===== src/rtl/core/pkbd_pkg.sv =====
// pkbd_pkg: shared types and constants of the packbits decompressor
// depends on nothing; used by every module of the block

package pkbd_pkg;

	// byte lanes in one output word
	localparam int OUT_BYTES  = 8;
	localparam int BYTE_W     = 8;
	localparam int BUF_W      = OUT_BYTES * BYTE_W;
	// fill level and lane counts, must hold OUT_BYTES itself
	localparam int FILL_W     = $clog2(OUT_BYTES + 1);
	// repeat count of one command, up to 128
	localparam int CNT_W      = 8;
	localparam int TOTAL_W    = 32;
	localparam int WORD_W     = 64;
	localparam int BCNT_W     = 4;
	// command queue between front and back
	localparam int CMDQ_DEPTH = 4;
	localparam int CMDQ_PTR_W = $clog2(CMDQ_DEPTH);
	localparam int CMDQ_CNT_W = $clog2(CMDQ_DEPTH + 1);

	// packed stream widths
	localparam int IN_DATA_W  = 8;
	localparam int OUT_DATA_W = 104;

	// control byte codes
	localparam logic [BYTE_W-1:0] CTRL_NOP = 8'h80;

	typedef enum logic [1:0] {
		MODE_CONTROL,
		MODE_LITERAL,
		MODE_RUN
	} mode_t;

	// one command: write value count times, then close the strip if last
	typedef struct packed {
		logic [BYTE_W-1:0] value;
		logic [CNT_W-1:0]  count;
		logic              last;
	} cmd_t;

endpackage


===== src/rtl/core/pkbd_front.sv =====
// pkbd_front: accepts compressed bytes and turns them into byte-repeat commands
// depends on pkbd_pkg

module pkbd_front (
	input  logic                      clk,
	input  logic                      arst_n,
	input  logic [7:0]                data_byte,
	input  logic                      strip_end,
	input  logic                      in_valid,
	output logic                      in_ready,
	output logic                      cmd_push,
	output pkbd_pkg::cmd_t            cmd,
	input  logic                      cmd_full
);
	import pkbd_pkg::*;

	mode_t              mode_q, mode_nxt;
	logic [CNT_W-1:0]   remaining_q, remaining_nxt;
	logic               accept;

	assign in_ready = !cmd_full;
	assign accept   = in_valid && in_ready;

	// next state
	always_comb begin
		mode_nxt      = mode_q;
		remaining_nxt = remaining_q;
		if (accept) begin
			unique case (mode_q)
				MODE_LITERAL: begin
					remaining_nxt = remaining_q - CNT_W'(1);
					if (remaining_q == CNT_W'(1)) begin
						mode_nxt = MODE_CONTROL;
					end
				end
				MODE_RUN: begin
					remaining_nxt = '0;
					mode_nxt      = MODE_CONTROL;
				end
				default: begin
					if (data_byte < CTRL_NOP) begin
						mode_nxt      = MODE_LITERAL;
						remaining_nxt = data_byte + CNT_W'(1);
					end else if (data_byte != CTRL_NOP) begin
						mode_nxt      = MODE_RUN;
						remaining_nxt = CNT_W'(9'd257 - {1'b0, data_byte});
					end
				end
			endcase
			// strip end drops any pending literal or run
			if (strip_end) begin
				mode_nxt      = MODE_CONTROL;
				remaining_nxt = '0;
			end
		end
	end

	// outputs
	always_comb begin
		cmd.value = data_byte;
		cmd.last  = strip_end;
		unique case (mode_q)
			MODE_LITERAL: cmd.count = CNT_W'(1);
			MODE_RUN:     cmd.count = remaining_q;
			default:      cmd.count = '0;
		endcase
		cmd_push = accept && ((mode_q != MODE_CONTROL) || strip_end);
	end

	always_ff @(posedge clk or negedge arst_n) begin
		if (!arst_n) begin
			mode_q      <= MODE_CONTROL;
			remaining_q <= '0;
		end else begin
			mode_q      <= mode_nxt;
			remaining_q <= remaining_nxt;
		end
	end

endmodule


===== src/rtl/core/pkbd_cmdq.sv =====
// pkbd_cmdq: short command queue between front and back
// depends on pkbd_pkg

module pkbd_cmdq (
	input  logic           clk,
	input  logic           arst_n,
	input  logic           push,
	input  pkbd_pkg::cmd_t push_cmd,
	output logic           full,
	input  logic           pop,
	output pkbd_pkg::cmd_t pop_cmd,
	output logic           empty
);
	import pkbd_pkg::*;

	cmd_t                  mem_q [CMDQ_DEPTH];
	logic [CMDQ_PTR_W-1:0] wr_ptr_q;
	logic [CMDQ_PTR_W-1:0] rd_ptr_q;
	logic [CMDQ_CNT_W-1:0] count_q;
	logic                  do_push;
	logic                  do_pop;

	assign full    = (count_q == CMDQ_CNT_W'(CMDQ_DEPTH));
	assign empty   = (count_q == '0);
	assign do_push = push && !full;
	assign do_pop  = pop && !empty;
	assign pop_cmd = mem_q[rd_ptr_q];

	always_ff @(posedge clk) begin
		if (do_push) begin
			mem_q[wr_ptr_q] <= push_cmd;
		end
	end

	always_ff @(posedge clk or negedge arst_n) begin
		if (!arst_n) begin
			wr_ptr_q <= '0;
			rd_ptr_q <= '0;
			count_q  <= '0;
		end else begin
			if (do_push) begin
				wr_ptr_q <= wr_ptr_q + CMDQ_PTR_W'(1);
			end
			if (do_pop) begin
				rd_ptr_q <= rd_ptr_q + CMDQ_PTR_W'(1);
			end
			unique case ({do_push, do_pop})
				2'b10:   count_q <= count_q + CMDQ_CNT_W'(1);
				2'b01:   count_q <= count_q - CMDQ_CNT_W'(1);
				default: count_q <= count_q;
			endcase
		end
	end

endmodule


===== src/rtl/core/pkbd_back.sv =====
// pkbd_back: carries out repeat commands, packs bytes into words, closes strips
// depends on pkbd_pkg

module pkbd_back (
	input  logic                             clk,
	input  logic                             arst_n,
	input  logic                             cmd_empty,
	input  pkbd_pkg::cmd_t                   cmd,
	output logic                             cmd_pop,
	output logic                             out_valid,
	input  logic                             out_ready,
	output logic [pkbd_pkg::WORD_W-1:0]      out_word,
	output logic [pkbd_pkg::BCNT_W-1:0]      byte_count,
	output logic                             strip_last,
	output logic [pkbd_pkg::TOTAL_W-1:0]     strip_total
);
	import pkbd_pkg::*;

	// active command
	logic                busy_q;
	logic [BYTE_W-1:0]   value_q;
	logic [CNT_W-1:0]    left_q;
	logic                end_q;
	// packing state
	logic [BUF_W-1:0]    buf_q;
	logic [FILL_W-1:0]   fill_q;
	logic [TOTAL_W-1:0]  total_q;
	// output register
	logic                ovalid_q;
	logic [WORD_W-1:0]   oword_q;
	logic [BCNT_W-1:0]   ocount_q;
	logic                olast_q;
	logic [TOTAL_W-1:0]  ototal_q;

	logic [FILL_W-1:0]   room;
	logic [FILL_W-1:0]   take;
	logic [FILL_W-1:0]   fill_sum;
	logic [BUF_W-1:0]    merged;
	logic                out_free;
	logic                step;
	logic                have_bytes;
	logic                word_full;
	logic                done;

	assign out_free   = !ovalid_q || out_ready;
	assign step       = busy_q && out_free;
	assign have_bytes = (left_q != '0);
	assign room       = FILL_W'(OUT_BYTES) - fill_q;
	assign take       = (left_q < CNT_W'(room)) ? FILL_W'(left_q) : room;
	assign fill_sum   = fill_q + take;
	assign word_full  = have_bytes && (fill_sum == FILL_W'(OUT_BYTES));
	assign done       = step && (have_bytes ? ((left_q == CNT_W'(take)) && !end_q) : 1'b1);
	assign cmd_pop    = !cmd_empty && (!busy_q || done);

	// fill the free lanes up to this step's byte count with the value
	always_comb begin
		for (int k = 0; k < OUT_BYTES; k++) begin
			if ((FILL_W'(k) >= fill_q) && (FILL_W'(k) < fill_sum)) begin
				merged[k*BYTE_W +: BYTE_W] = value_q;
			end else begin
				merged[k*BYTE_W +: BYTE_W] = buf_q[k*BYTE_W +: BYTE_W];
			end
		end
	end

	always_ff @(posedge clk or negedge arst_n) begin
		if (!arst_n) begin
			busy_q   <= 1'b0;
			buf_q    <= '0;
			fill_q   <= '0;
			total_q  <= '0;
			ovalid_q <= 1'b0;
		end else begin
			if (cmd_pop) begin
				busy_q <= 1'b1;
			end else if (done) begin
				busy_q <= 1'b0;
			end
			if (step && (word_full || !have_bytes)) begin
				ovalid_q <= 1'b1;
			end else if (out_ready) begin
				ovalid_q <= 1'b0;
			end
			if (step) begin
				if (have_bytes) begin
					total_q <= total_q + TOTAL_W'(take);
					if (word_full) begin
						buf_q  <= '0;
						fill_q <= '0;
					end else begin
						buf_q  <= merged;
						fill_q <= fill_sum;
					end
				end else begin
					buf_q   <= '0;
					fill_q  <= '0;
					total_q <= '0;
				end
			end
		end
	end

	always_ff @(posedge clk) begin
		if (cmd_pop) begin
			value_q <= cmd.value;
			left_q  <= cmd.count;
			end_q   <= cmd.last;
		end else if (step && have_bytes) begin
			left_q <= left_q - CNT_W'(take);
		end
		if (step) begin
			if (word_full) begin
				oword_q  <= WORD_W'(merged);
				ocount_q <= BCNT_W'(OUT_BYTES);
				olast_q  <= 1'b0;
				ototal_q <= '0;
			end else if (!have_bytes) begin
				oword_q  <= WORD_W'(buf_q);
				ocount_q <= BCNT_W'(fill_q);
				olast_q  <= 1'b1;
				ototal_q <= total_q;
			end
		end
	end

	assign out_valid   = ovalid_q;
	assign out_word    = oword_q;
	assign byte_count  = ocount_q;
	assign strip_last  = olast_q;
	assign strip_total = ototal_q;

endmodule


===== src/rtl/core/packbits_decompressor.sv =====
// packbits_decompressor: top level of the packbits run-length decoder
// depends on pkbd_pkg, pkbd_front, pkbd_cmdq, pkbd_back
//
// usage
//   slave stream: one compressed byte per item in s_tdata, s_tlast marks the
//   last compressed byte of a strip
//   master stream: one item per packed word; m_tdata carries the word, the
//   number of valid lanes and, on the item with m_tlast, the strip's total
//   of unpacked bytes; non-final items always carry a full word
// throughput
//   the front takes one byte per cycle while the command queue has room;
//   each literal byte and each control byte is one accepted item
//   the back writes a run of value bytes into as many lanes as are free in
//   one cycle while the output register can take a word, and that
//   per-cycle lane fill sets the rate for long runs
//   closing a strip takes an extra back step for the final item
// output path
//   a byte that completes a word passes the command queue, the command load
//   in the back and the back output register before it shows on m_tdata
// reset and stall
//   arst_n clears the decode mode, queue, packing buffer and strip total;
//   a stalled m_tready holds the output register, the back stops, the queue
//   fills and then s_tready drops

module packbits_decompressor (
	input  logic                               clk,
	input  logic                               arst_n,
	input  logic                               s_tvalid,
	output logic                               s_tready,
	input  logic [pkbd_pkg::IN_DATA_W-1:0]     s_tdata,   // [7:0] data_byte
	input  logic                               s_tlast,   // strip_end
	output logic                               m_tvalid,
	input  logic                               m_tready,
	output logic [pkbd_pkg::OUT_DATA_W-1:0]    m_tdata,   // [63:0] out_word,
	                                                      // [67:64] byte_count,
	                                                      // [99:68] strip_total
	output logic                               m_tlast    // strip_last
);
	import pkbd_pkg::*;

	cmd_t                push_cmd;
	cmd_t                pop_cmd;
	logic                cmd_push;
	logic                cmd_pop;
	logic                cmd_full;
	logic                cmd_empty;
	logic [WORD_W-1:0]   out_word;
	logic [BCNT_W-1:0]   byte_count;
	logic [TOTAL_W-1:0]  strip_total;

	// front: classifies control, literal and run bytes
	pkbd_front u_front (
		.clk       (clk),
		.arst_n    (arst_n),
		.data_byte (s_tdata[7:0]),
		.strip_end (s_tlast),
		.in_valid  (s_tvalid),
		.in_ready  (s_tready),
		.cmd_push  (cmd_push),
		.cmd       (push_cmd),
		.cmd_full  (cmd_full)
	);

	// queue lets the front keep taking bytes while the back works off a run
	pkbd_cmdq u_cmdq (
		.clk      (clk),
		.arst_n   (arst_n),
		.push     (cmd_push),
		.push_cmd (push_cmd),
		.full     (cmd_full),
		.pop      (cmd_pop),
		.pop_cmd  (pop_cmd),
		.empty    (cmd_empty)
	);

	// back: packs bytes into words and closes strips
	pkbd_back u_back (
		.clk         (clk),
		.arst_n      (arst_n),
		.cmd_empty   (cmd_empty),
		.cmd         (pop_cmd),
		.cmd_pop     (cmd_pop),
		.out_valid   (m_tvalid),
		.out_ready   (m_tready),
		.out_word    (out_word),
		.byte_count  (byte_count),
		.strip_last  (m_tlast),
		.strip_total (strip_total)
	);

	// pack result fields, padded to whole bytes
	assign m_tdata = {4'b0000, strip_total, byte_count, out_word};

endmodule


===== config.mk =====
export PLATFORM = sky130hd
export DESIGN_NAME = packbits_decompressor
export DESIGN_NICKNAME = d
export VERILOG_FILES = /design/src/rtl/core/pkbd_pkg.sv /design/src/rtl/core/pkbd_front.sv /design/src/rtl/core/pkbd_cmdq.sv /design/src/rtl/core/pkbd_back.sv /design/src/rtl/core/packbits_decompressor.sv
export SDC_FILE = /design/constraint.sdc
export NUM_CORES = 1
export LEC_CHECK = 0
export BUFFER_PORTS_ARGS = -buffer_cell sky130_fd_sc_hd__buf_2
export CORE_AREA = 2 2 169 171
export CTS_CLUSTER_SIZE = 40
export DETAILED_ROUTE_END_ITERATION = 6
export DIE_AREA = 0 0 171 173
export GPL_TIMING_DRIVEN = 0
export PLACE_DENSITY = 0.68
export SYNTH_ARGS = -nofsm -noshare
export SYNTH_HDL_FRONTEND = slang
export SYNTH_SLANG_ARGS = --single-unit
export TNS_END_PERCENT = 1

===== constraint.sdc =====
create_clock -name clk -period 6.7 [get_ports clk]
set_clock_uncertainty 0.05 [all_clocks]
set_input_delay 0.67 -clock clk [delete_from_list [all_inputs] [get_ports clk]]
set_output_delay 0.67 -clock clk [all_outputs]
set_load 0.03 [all_outputs]

-- Word-level counts from Yosys, hierarchy flattened
Memories as Yosys holds them, arrays and structs flattened.
Cells that the tools add are included.
- output and inout port bits: 107
- register bits after elaboration: 237
- bits in writable memories: 68
- logic and storage cells: 137
- memories: 1
- memories (name ; depth ; width ; rd ports ; clocked after Yosys merged registers in ; wr ports ; line ; source):
    u_cmdq.mem_q ; 4 ; 17 ; 1 ; 0 ; 1 ; pkbd_cmdq.sv:16 ; cmd_t mem_q [CMDQ_DEPTH];
- order comparisons: 18
- multiplexer cells: 39
- eq/ne operators: 11
- add/subtract/negate cells: 11
- reduce and logical (&&, ||, !) cells: 40
- operators by type and width (cell ; number):
    $mux 64 ; 4
    $mux 8 ; 13
    $mux 32 ; 2
    $add 32x4->32 ; 1
    $pmux 8 s2 ; 2
    $logic_and 1x1->1 ; 19
    $ge 3x4->1 const A ; 4
    $lt 3x4->1 const A ; 4
    $mux 4 ; 4
    $reduce_bool 2->1 ; 5
    $add 8x1->8 const B ; 1
    $eq 8x1->1 const B ; 1
    $eq 8x4->1 ; 1
    $ge 1x4->1 const A ; 2
    $ge 2x4->1 const A ; 2
    $lt 1x4->1 const A ; 2
    $lt 2x4->1 const A ; 2
    $lt 8x4->1 ; 1
    $lt 8x8->1 const B ; 1
    $mux 1 ; 8
    $mux 2 ; 4
    $ne 8x8->1 const B ; 1
    $reduce_bool 8->1 ; 1
    $sub 1x8->8 const A ; 1
    21 further kinds ; 33

-- Logic depth before layout (Yosys ltp)
Gate-level depths: netlist (run 1).
- depth in word-level cells: 12
- mapped depth: 23
- gate-level depth less buffers: 21

-- Hierarchy
A second synthesis (run 1) with hierarchy kept.
- cell total of the unflattened synthesis: 1037
- area, all modules: 14127.3 um2
- modules (own cells, without submodules) (module ; seq. area each (um2) ; instances ; cells an instance ; area an instance (um2)):
    pkbd_back ; 6095.8 ; 1 ; 771 ; 10105.9
    pkbd_cmdq ; 2217.1 ; 1 ; 126 ; 2921.6
    pkbd_front ; 250.2 ; 1 ; 135 ; 1066.0
    packbits_decompressor ; 0.0 ; 1 ; 5 ; 33.8

-- Worst setup path after synthesis (run 1)
OpenSTA, ideal clock, no wires.
- kind: register to register
- start: register u_back.fill_q[1]
- end: register u_back.ocount_q[0] (netlist: u_back.byte_count[0]) (enable)
- required time: 6.196 ns
- path buffers: 0
- stages on the path, launching flop included: 17
- period minus slack after synthesis: 6.161 ns
- arrival time: 5.657 ns
- path slack: 0.539 ns
- cell sequence: dfrtp_1 inv_1 ha_1 xnor2_1 inv_1 ha_1 a211oi_1 o21ai_2 o21ai_0 ha_1 inv_1 fa_1 nand2b_1 nor2_1 o21a_1 o21ai_0 inv_1
- cells in the longest elaborated chain, start to end: 8
- ends and longest elaborated chain (item ; line ; source):
    start, declared ; pkbd_back.sv:26 ; logic [FILL_W-1:0] fill_q;
    start signal, assigned ; pkbd_back.sv:92 ; fill_q <= fill_sum;
    $sub 4x4->4 ; pkbd_back.sv:48 ; assign room = FILL_W'(OUT_BYTES) - fill_q;
    $lt 8x4->1 ; pkbd_back.sv:49 ; assign take = (left_q < CNT_W'(room)) ? FILL_W'(left_q) : room;
    $mux 4 ; pkbd_back.sv:49 ;
    $add 4x4->4 (*) ; pkbd_back.sv:50 ; assign fill_sum = fill_q + take;
    $eq 4x4->1 (*) ; pkbd_back.sv:51 ; assign word_full = have_bytes && (fill_sum == FILL_W'(OUT_BYTES));
    $logic_and 1x1->1 (*) ; pkbd_back.sv:51 ;
    $ne 2x2->1 (no source line) (*) ; -- ;
    $reduce_and 2->1 (no source line) (*) ; -- ;
    end signal, assigned ; pkbd_back.sv:114 ; ocount_q <= BCNT_W'(OUT_BYTES);
    end signal, assigned ; pkbd_back.sv:119 ; ocount_q <= BCNT_W'(fill_q);
    end, declared ; pkbd_back.sv:31 ; logic [BCNT_W-1:0] ocount_q;
Mark *: on every way between the ends. The rest lies on a longest branch, timed or not.
A chain may end at the register's enable or synchronous reset.

-- Final worst setup path (run 1)
- start: register u_back.fill_q[1]
- end: register u_back.ocount_q[2] (netlist: u_back.byte_count[2]) (enable)
The elaborated chain is that of the path after synthesis.

==> flow_summary.json, run 1 <==
{
  "post_cts_resized": 0,
  "clk_latency_ns": 0.57,
  "synthMuxAreaShare": 0.08506,
  "hold_buffers": 1,
  "dpl.hpwl_um": 20360,
  "clk_pin_slew_ns": 0.06,
  "ys_types": 62,
  "fin_nets": 1234,
  "ys.flop_type": "edfxtp_1",
  "grt_pass1_wl_um": 47750,
  "num_antenna_cells": 0,
  "cts_setup_buffers": 0,
  "holdWs_ns": 0.2931,
  "rsz0062_at_grt": "false",
  "synth-xor-area-share": 0.01594,
  "core_area_um2": 27630,
  "globalRouteOverflowTotal": 0,
  "final_util": 0.5733,
  "synth_compound_area_frac": 0.1210,
  "crit_fanout": 59,
  "gp_congestion": 0.9305,
  "yosysWarnings": 0,
  "viasPerCell": 5.686,
  "synth_top_family_by_area": "compound AO/OA/AOI/OAI gates",
  "endpoint_kind": "flop",
  "clock_tree.root_cell": "clkbuf_16",
  "required_ns": 6.89,
  "synth.area.top_cells": "edfxtp_1 41%, dfrtp_1 22%, mux2_2 4.9%",
  "antenna_left": 0,
  "status": "finished clean",
  "cts_buffer_depth": 3,
  "synth_top_area_share": 0.4066,
  "dieWidth_um": 171,
  "max-slew-margin-rel": 0.1663,
  "maxCapViolCount": 0,
  "drt_iter0_markers": 738,
  "max_freq_mhz": 167.4,
  "post-route-period-util": 0.8918,
  "max_slew.worst_pin.slew_ns": 1.240,
  "port_buffers": 115,
  "ys_seq_area_frac": 0.6233,
  "cp-startpoint": "u_back.fill_q[1]$_DFFE_PN0P_",
  "tritoncts": "built",
  "r2r_start": "u_back.fill_q[1]$_DFFE_PN0P_",
  "worstHoldPathType": "primary input to flop",
  "fp.dieH_um": 173,
  "core.rowCount": 61,
  "wl_per_cell_um": 18.93,
  "grt_pass1_vias": 8881,
  "hold_viol_final": 0,
  "synth_area_leader_cell": "edfxtp_1",
  "synth_edf_count": 186,
  "whs_path_depth": 1,
  "avgSynthCellArea_um2": 13.31,
  "r2r_cells": 17,
  "synthTopCellsByCount": "186 x edfxtp_1, 119 x dfrtp_1, 75 x nand2_1",
  "path_class": "flop to flop",
  "clock-sinks": 305,
  "first_pass_iters": 5,
  "synth_adder_area_share": 0.03406,
  "crit_path_start_kind": "flop",
  "antenna_found_initial": 0,
  "remaining_drc_errors": 0,
  "arrival_ns": 6.16,
  "drive_gt1_frac": 0.2198,
  "setup_viol_count_final": 0,
  "ys_ff_latch": 305,
  "synth_most_common_cell": "edfxtp_1",
  "r2r_setup_slack_ns": 0.72,
  "postSynthCellCount": 1032,
  "r2r_end": "u_back.byte_count[2]$_SDFFCE_PP0P_",
  "syn_area_um2": 13740,
  "worstSetupEndpoint": "u_back.byte_count[2]$_SDFFCE_PP0P_",
  "syn2layout_area_growth_pct": 15.29,
  "grt_max_degree": 92,
  "dr_total_vias": 9030,
  "htreeDepth": 1,
  "ys_async_sr_fraction": 0.3902,
  "min-delay-start": "s_tdata[3]",
  "synth-simple-area-share": 0.09135,
  "cts_buffers": 31,
  "maxSlewViolCount": 0,
  "routed_wl_um": 30060,
  "globalRouteTotalUtil": 0.2024,
  "finalCriticalPeriod_ns": 5.975,
  "io-pin-count": 120,
  "die-area_um2": 29580,
  "initial_core_util": 0.4972
}
worst min path at each step:
stage          slack (ns)                        endpoint
6_report             0.29   u_cmdq.mem_q[2][12]$_DFFE_PP_
3_5_place_dp         0.43  u_back.total_q[31]$_DFFE_PN0P_
3_3_place_gp         0.42  u_back.total_q[31]$_DFFE_PN0P_
5_1_grt              0.29   u_cmdq.mem_q[2][12]$_DFFE_PP_
4_1_cts              0.28    u_cmdq.mem_q[2][0]$_DFFE_PP_
2_1_floorplan        0.32     u_back.buf_q[0]$_DFFE_PN0P_
kinds of logic after synthesis:
logic type | Yosys count
adder cells (fa/ha/maj) | 35
buffers and inverters | 99
multiplexers | 87
flip-flops | 305
AO/OA/AOI/OAI | 233
XOR/XNOR | 25
other | 1
AND/OR/NAND/NOR | 247
through the flow:
step / setup slack, ns / cell area [µm²] / cells / TNS [ns]
after floorplan: 0.5393 / 13750 / 1035 / 0
after global placement: -1.313 / 14800 / 1528 / -131.84
after detailed placement: 0.6900 / 14860 / 1530 / 0
after CTS: 0.6637 / 15840 / 1588 / 0
after global routing: 0.2628 / 15840 / 1588 / 0
final: 0.7249 / 15840 / 1588 / 0
worst max-delay path, cell delays in order (launching register included):
cell,delay (ns)
dfrtp_1,0.49
inv_1,0.16
ha_1,0.27
xnor2_1,0.23
inv_1,0.07
ha_1,0.19
a211oi_1,0.39
o21ai_2,0.20
o21ai_0,0.40
ha_1,0.26
inv_1,0.06
fa_1,0.41
xnor2_1,0.29
nor2_1,0.61
o21a_1,0.43
o21ai_0,0.26
inv_4,0.51
buf_16,0.32
layout by cell type, fill, tap and decap left out, types with 37 or more instances in the layout:
cell      synthesis  final
o21ai_0          62     62
buf_2             9    123
nor2_1           37     37
edfxtp_1        186    186
mux2_2           60     60
nand2_1          75     75
inv_1            39     38
dfrtp_1         119    119
clkbuf_1         43     52
a32o_1           40     40
state kept, by name, indices dropped and copies added (netlist names), 2 cells and up:
name / cells
u_cmdq.mem_q: 68
u_back.buf_q: 64
u_back.out_word: 64
u_back.strip_total: 32
u_back.total_q: 32
u_back.left_q: 8
u_back.value_q: 8
u_front.remaining_q: 8
u_back.byte_count: 4
u_back.fill_q: 4
u_cmdq.count_q: 3
u_cmdq.rd_ptr_q: 2
u_cmdq.wr_ptr_q: 2
u_front.mode_q: 2
area by class of cell:
class	instances	area, µm²
plain buffers	60	251.5
clock buffers	43	850.8
clock inverters	14	116.4
fillers	2303	11790
inverters	39	148.9
multi-input cells	631	4788
flip-flops and latches	305	8563
well taps	378	473.0
repair buffers	118	646.9
per-layer routing:
layer  GRT usage  wire [µm]  part of all wire  vias to the layer above
li1            -          -                 -                     4222
met1      0.2833      13210              0.44                     4463
met2      0.3382      14710              0.49                      305
met3     0.02701       1654             0.055                       40
met4     0.04520        486             0.016                        0
met5           0          0                 0                        -
Power of run 1 is not shown: default switching activity piles up to over one toggle a cycle in this logic, so the estimate is an artifact.
==> run 2: changes to the inputs <==
--- a/config.mk
+++ b/config.mk
@@ -5,13 +5,14 @@
 export SDC_FILE = /design/constraint.sdc
 export NUM_CORES = 1
 export LEC_CHECK = 0
+export ABC_AREA = 1
 export BUFFER_PORTS_ARGS = -buffer_cell sky130_fd_sc_hd__buf_2
-export CORE_AREA = 2 2 169 171
+export CORE_AREA = 2 2 177 179
 export CTS_CLUSTER_SIZE = 40
 export DETAILED_ROUTE_END_ITERATION = 6
-export DIE_AREA = 0 0 171 173
+export DIE_AREA = 0 0 179 181
 export GPL_TIMING_DRIVEN = 0
-export PLACE_DENSITY = 0.68
+export PLACE_DENSITY = 0.67
 export SYNTH_ARGS = -nofsm -noshare
 export SYNTH_HDL_FRONTEND = slang
 export SYNTH_SLANG_ARGS = --single-unit
==> run 2 against run 1 <==
Area after synthesis increased by 9.0%. First-iteration DRC count increased by 24%. Critical path depth up 8. Non-clock buffer count rose by 5. Fmax increased by 10%. Hold slack worse by 0.29 ns. Wire length grew 20%. Sequential cell count unchanged. Global-route usage rose by 2.5 points. Cell area up 9.3%. Register-to-register slack improved by 0.55 ns. Critical endpoint is now u_cmdq.count_q[2]$_DFFE_PN0P_.
==> flow_summary.json, run 2 <==
{
  "required_ns": 7.08,
  "maxCapViolCount": 0,
  "drt_iter0_markers": 912,
  "maxSlewViolCount": 0,
  "dpl.hpwl_um": 25340,
  "syn_area_um2": 14980,
  "cts_buffers": 34,
  "design_area_um2": 17310,
  "synth_top_area_share": 0.3730,
  "globalRouteOverflowTotal": 0,
  "crit_fanout": 19,
  "fp.dieH_um": 181,
  "dieWidth_um": 179,
  "arrival_ns": 5.80,
  "post-route-period-util": 0.8099,
  "dpl_worst_slack_ns": 1.303,
  "grt_max_degree": 84,
  "post_cts_resized": 0,
  "drive_gt1_frac": 0.1397,
  "crit_path_start_kind": "flop",
  "max_slew.worst_pin.slew_ns": 0.9798,
  "port_buffers": 115,
  "fin_nets": 1897,
  "ys_types": 47,
  "ys_seq_area_frac": 0.5718,
  "clk_pin_slew_ns": 0.06,
  "rsz0062_at_grt": "false",
  "cts_setup_buffers": 0,
  "clk_latency_ns": 0.52,
  "synth_top_family_by_area": "simple AND/OR/NAND/NOR gates",
  "setup_viol_count_final": 0,
  "cts_buffer_depth": 3,
  "dr_total_vias": 12190,
  "num_antenna_cells": 0,
  "layout.cells.non_filler": 2271,
  "max_freq_mhz": 184.3,
  "gp_congestion": 0.8687,
  "core_area_um2": 30350,
  "synthTopCellsByCount": "507 x nand2_1, 215 x nand3_1, 186 x edfxtp_1",
  "tritoncts": "built",
  "io-pin-count": 120,
  "clock-sinks": 305,
  "hold_buffers": 0,
  "initial_core_util": 0.4934,
  "grt_pass1_wl_um": 59080,
  "synth_adder_area_share": 0.03125,
  "status": "finished clean",
  "wl_per_cell_um": 15.92,
  "antenna_found_initial": 0,
  "avgSynthCellArea_um2": 8.867,
  "synth_edf_count": 186,
  "core.rowCount": 64,
  "globalRouteTotalUtil": 0.2274,
  "worstHoldPathType": "primary input to async pin",
  "setup_ws_ns": 1.273,
  "die-area_um2": 32400,
  "synthMuxAreaShare": 0,
  "postSynthCellCount": 1689,
  "max-slew-margin-rel": 0.3468,
  "final_common_cell": "nand2_1",
  "synth_compound_area_frac": 0.06759,
  "synth.area.top_cells": "edfxtp_1 37%, dfrtp_1 20%, nand2_1 13%",
  "top_register": "u_cmdq.mem_q",
  "grt_pass1_vias": 11820,
  "ys_ff_latch": 305,
  "hold_viol_final": 0,
  "remaining_drc_errors": 0,
  "first_pass_iters": 5,
  "syn2layout_area_growth_pct": 15.60,
  "ys.flop_type": "edfxtp_1",
  "endpoint_kind": "flop",
  "htreeDepth": 2,
  "finalCriticalPeriod_ns": 5.427,
  "yosysWarnings": 0,
  "postPlaceCellArea_um2": 16190,
  "synth-simple-area-share": 0.2491,
  "viasPerCell": 5.369,
  "antenna_left": 0,
  "ys_async_sr_fraction": 0.3902,
  "synth_most_common_cell": "nand2_1",
  "clock_tree.root_cell": "clkbuf_16",
  "routed_wl_um": 36160,
  "layout_common_cells": "507 x nand2_1, 215 x nand3_1, 186 x edfxtp_1, 169 x inv_1, 131 x buf_2",
  "synth-xor-area-share": 0.009358,
  "path_class": "flop to flop",
  "dp.cells": 2209,
  "largest_reg_flops": 68,
  "synth_area_leader_cell": "edfxtp_1"
}
run 2: metrics by stage:
stage	TNS (ns)	util	hold slack (ns)
after global routing	0	0.5704	0.02293
after floorplan	0	-	0.3244
final	0	0.5704	0.006861
after CTS	0	0.5704	0.01712
after global placement	-57.52	0.5291	0.4123
after detailed placement	0	0.5335	0.4147
run 2: worst max-delay path, stage by stage (launching register included):
cell	delay, ns
dfrtp_1	0.48
inv_1	0.16
ha_1	0.26
xor2_1	0.25
ha_1	0.28
nand2_1	0.06
inv_1	0.04
nand2_1	0.10
nand2_2	0.12
o21ai_0	0.36
inv_1	0.24
ha_1	0.34
nand2_1	0.05
nor4_1	0.26
o21ai_0	0.14
nand2_1	0.13
nand2_1	0.07
inv_1	0.07
clkbuf_1	0.73
ha_1	0.29
inv_1	0.08
fa_1	0.39
nor2_1	0.12
nor2_1	0.04
nand2_1	0.07
xor2_1	0.15
run 2: worst paths after layout:
check | to | depth (start not counted) | slack (ns) | from
worst max register to register | u_cmdq.count_q[2]$_DFFE_PN0P_ | 25 | 1.27 | u_back.fill_q[0]$_DFFE_PN0P_
worst min register to register | u_back.buf_q[1]$_DFFE_PN0P_ | 2 | 0.43 | u_back.buf_q[1]$_DFFE_PN0P_
min in group clk | u_cmdq.mem_q[0][14]$_DFFE_PP_ | 1 | 0.34 | s_tdata[5]
worst max-delay path | u_cmdq.count_q[2]$_DFFE_PN0P_ | 25 | 1.27 | u_back.fill_q[0]$_DFFE_PN0P_
max in group asynchronous | u_back.total_q[10]$_DFFE_PN0P_ | 2 | 5.77 | arst_n
worst min-delay path | u_back.buf_q[44]$_DFFE_PN0P_ | 1 | 0.007 | arst_n
run 2: layout make-up:
| cell class | count | area [µm²] |
|---|---|---|
| fill | 2700 | 13040 |
| sequential | 305 | 8563 |
| multi-input combinational | 1117 | 5376 |
| clock buffer | 40 | 903.4 |
| inverter | 208 | 783.3 |
| timing repair buffer | 121 | 696.9 |
| tap | 396 | 495.5 |
| buffer | 62 | 276.5 |
| clock inverter | 22 | 216.5 |
run 2: cell families after synthesis:
group,count (synthesis)
and+or+nand+nor,880
buffers and inverters,270
AOI/OAI and AO/OA,182
xor gates and xnor gates,16
other,1
DFF,305
adders and majority gates,35
run 2: layer usage:
| metal | track usage | vias up | part of all wire |
|---|---|---|---|
| met3 | 0.03178 | 91 | 0.060 |
| met2 | 0.3792 | 405 | 0.48 |
| li1 | - | 5911 | - |
| met4 | 0.08715 | 0 | 0.034 |
| met5 | 0 | - | 0 |
| met1 | 0.3003 | 5787 | 0.43 |
Power of run 2 is left out for the same reason.
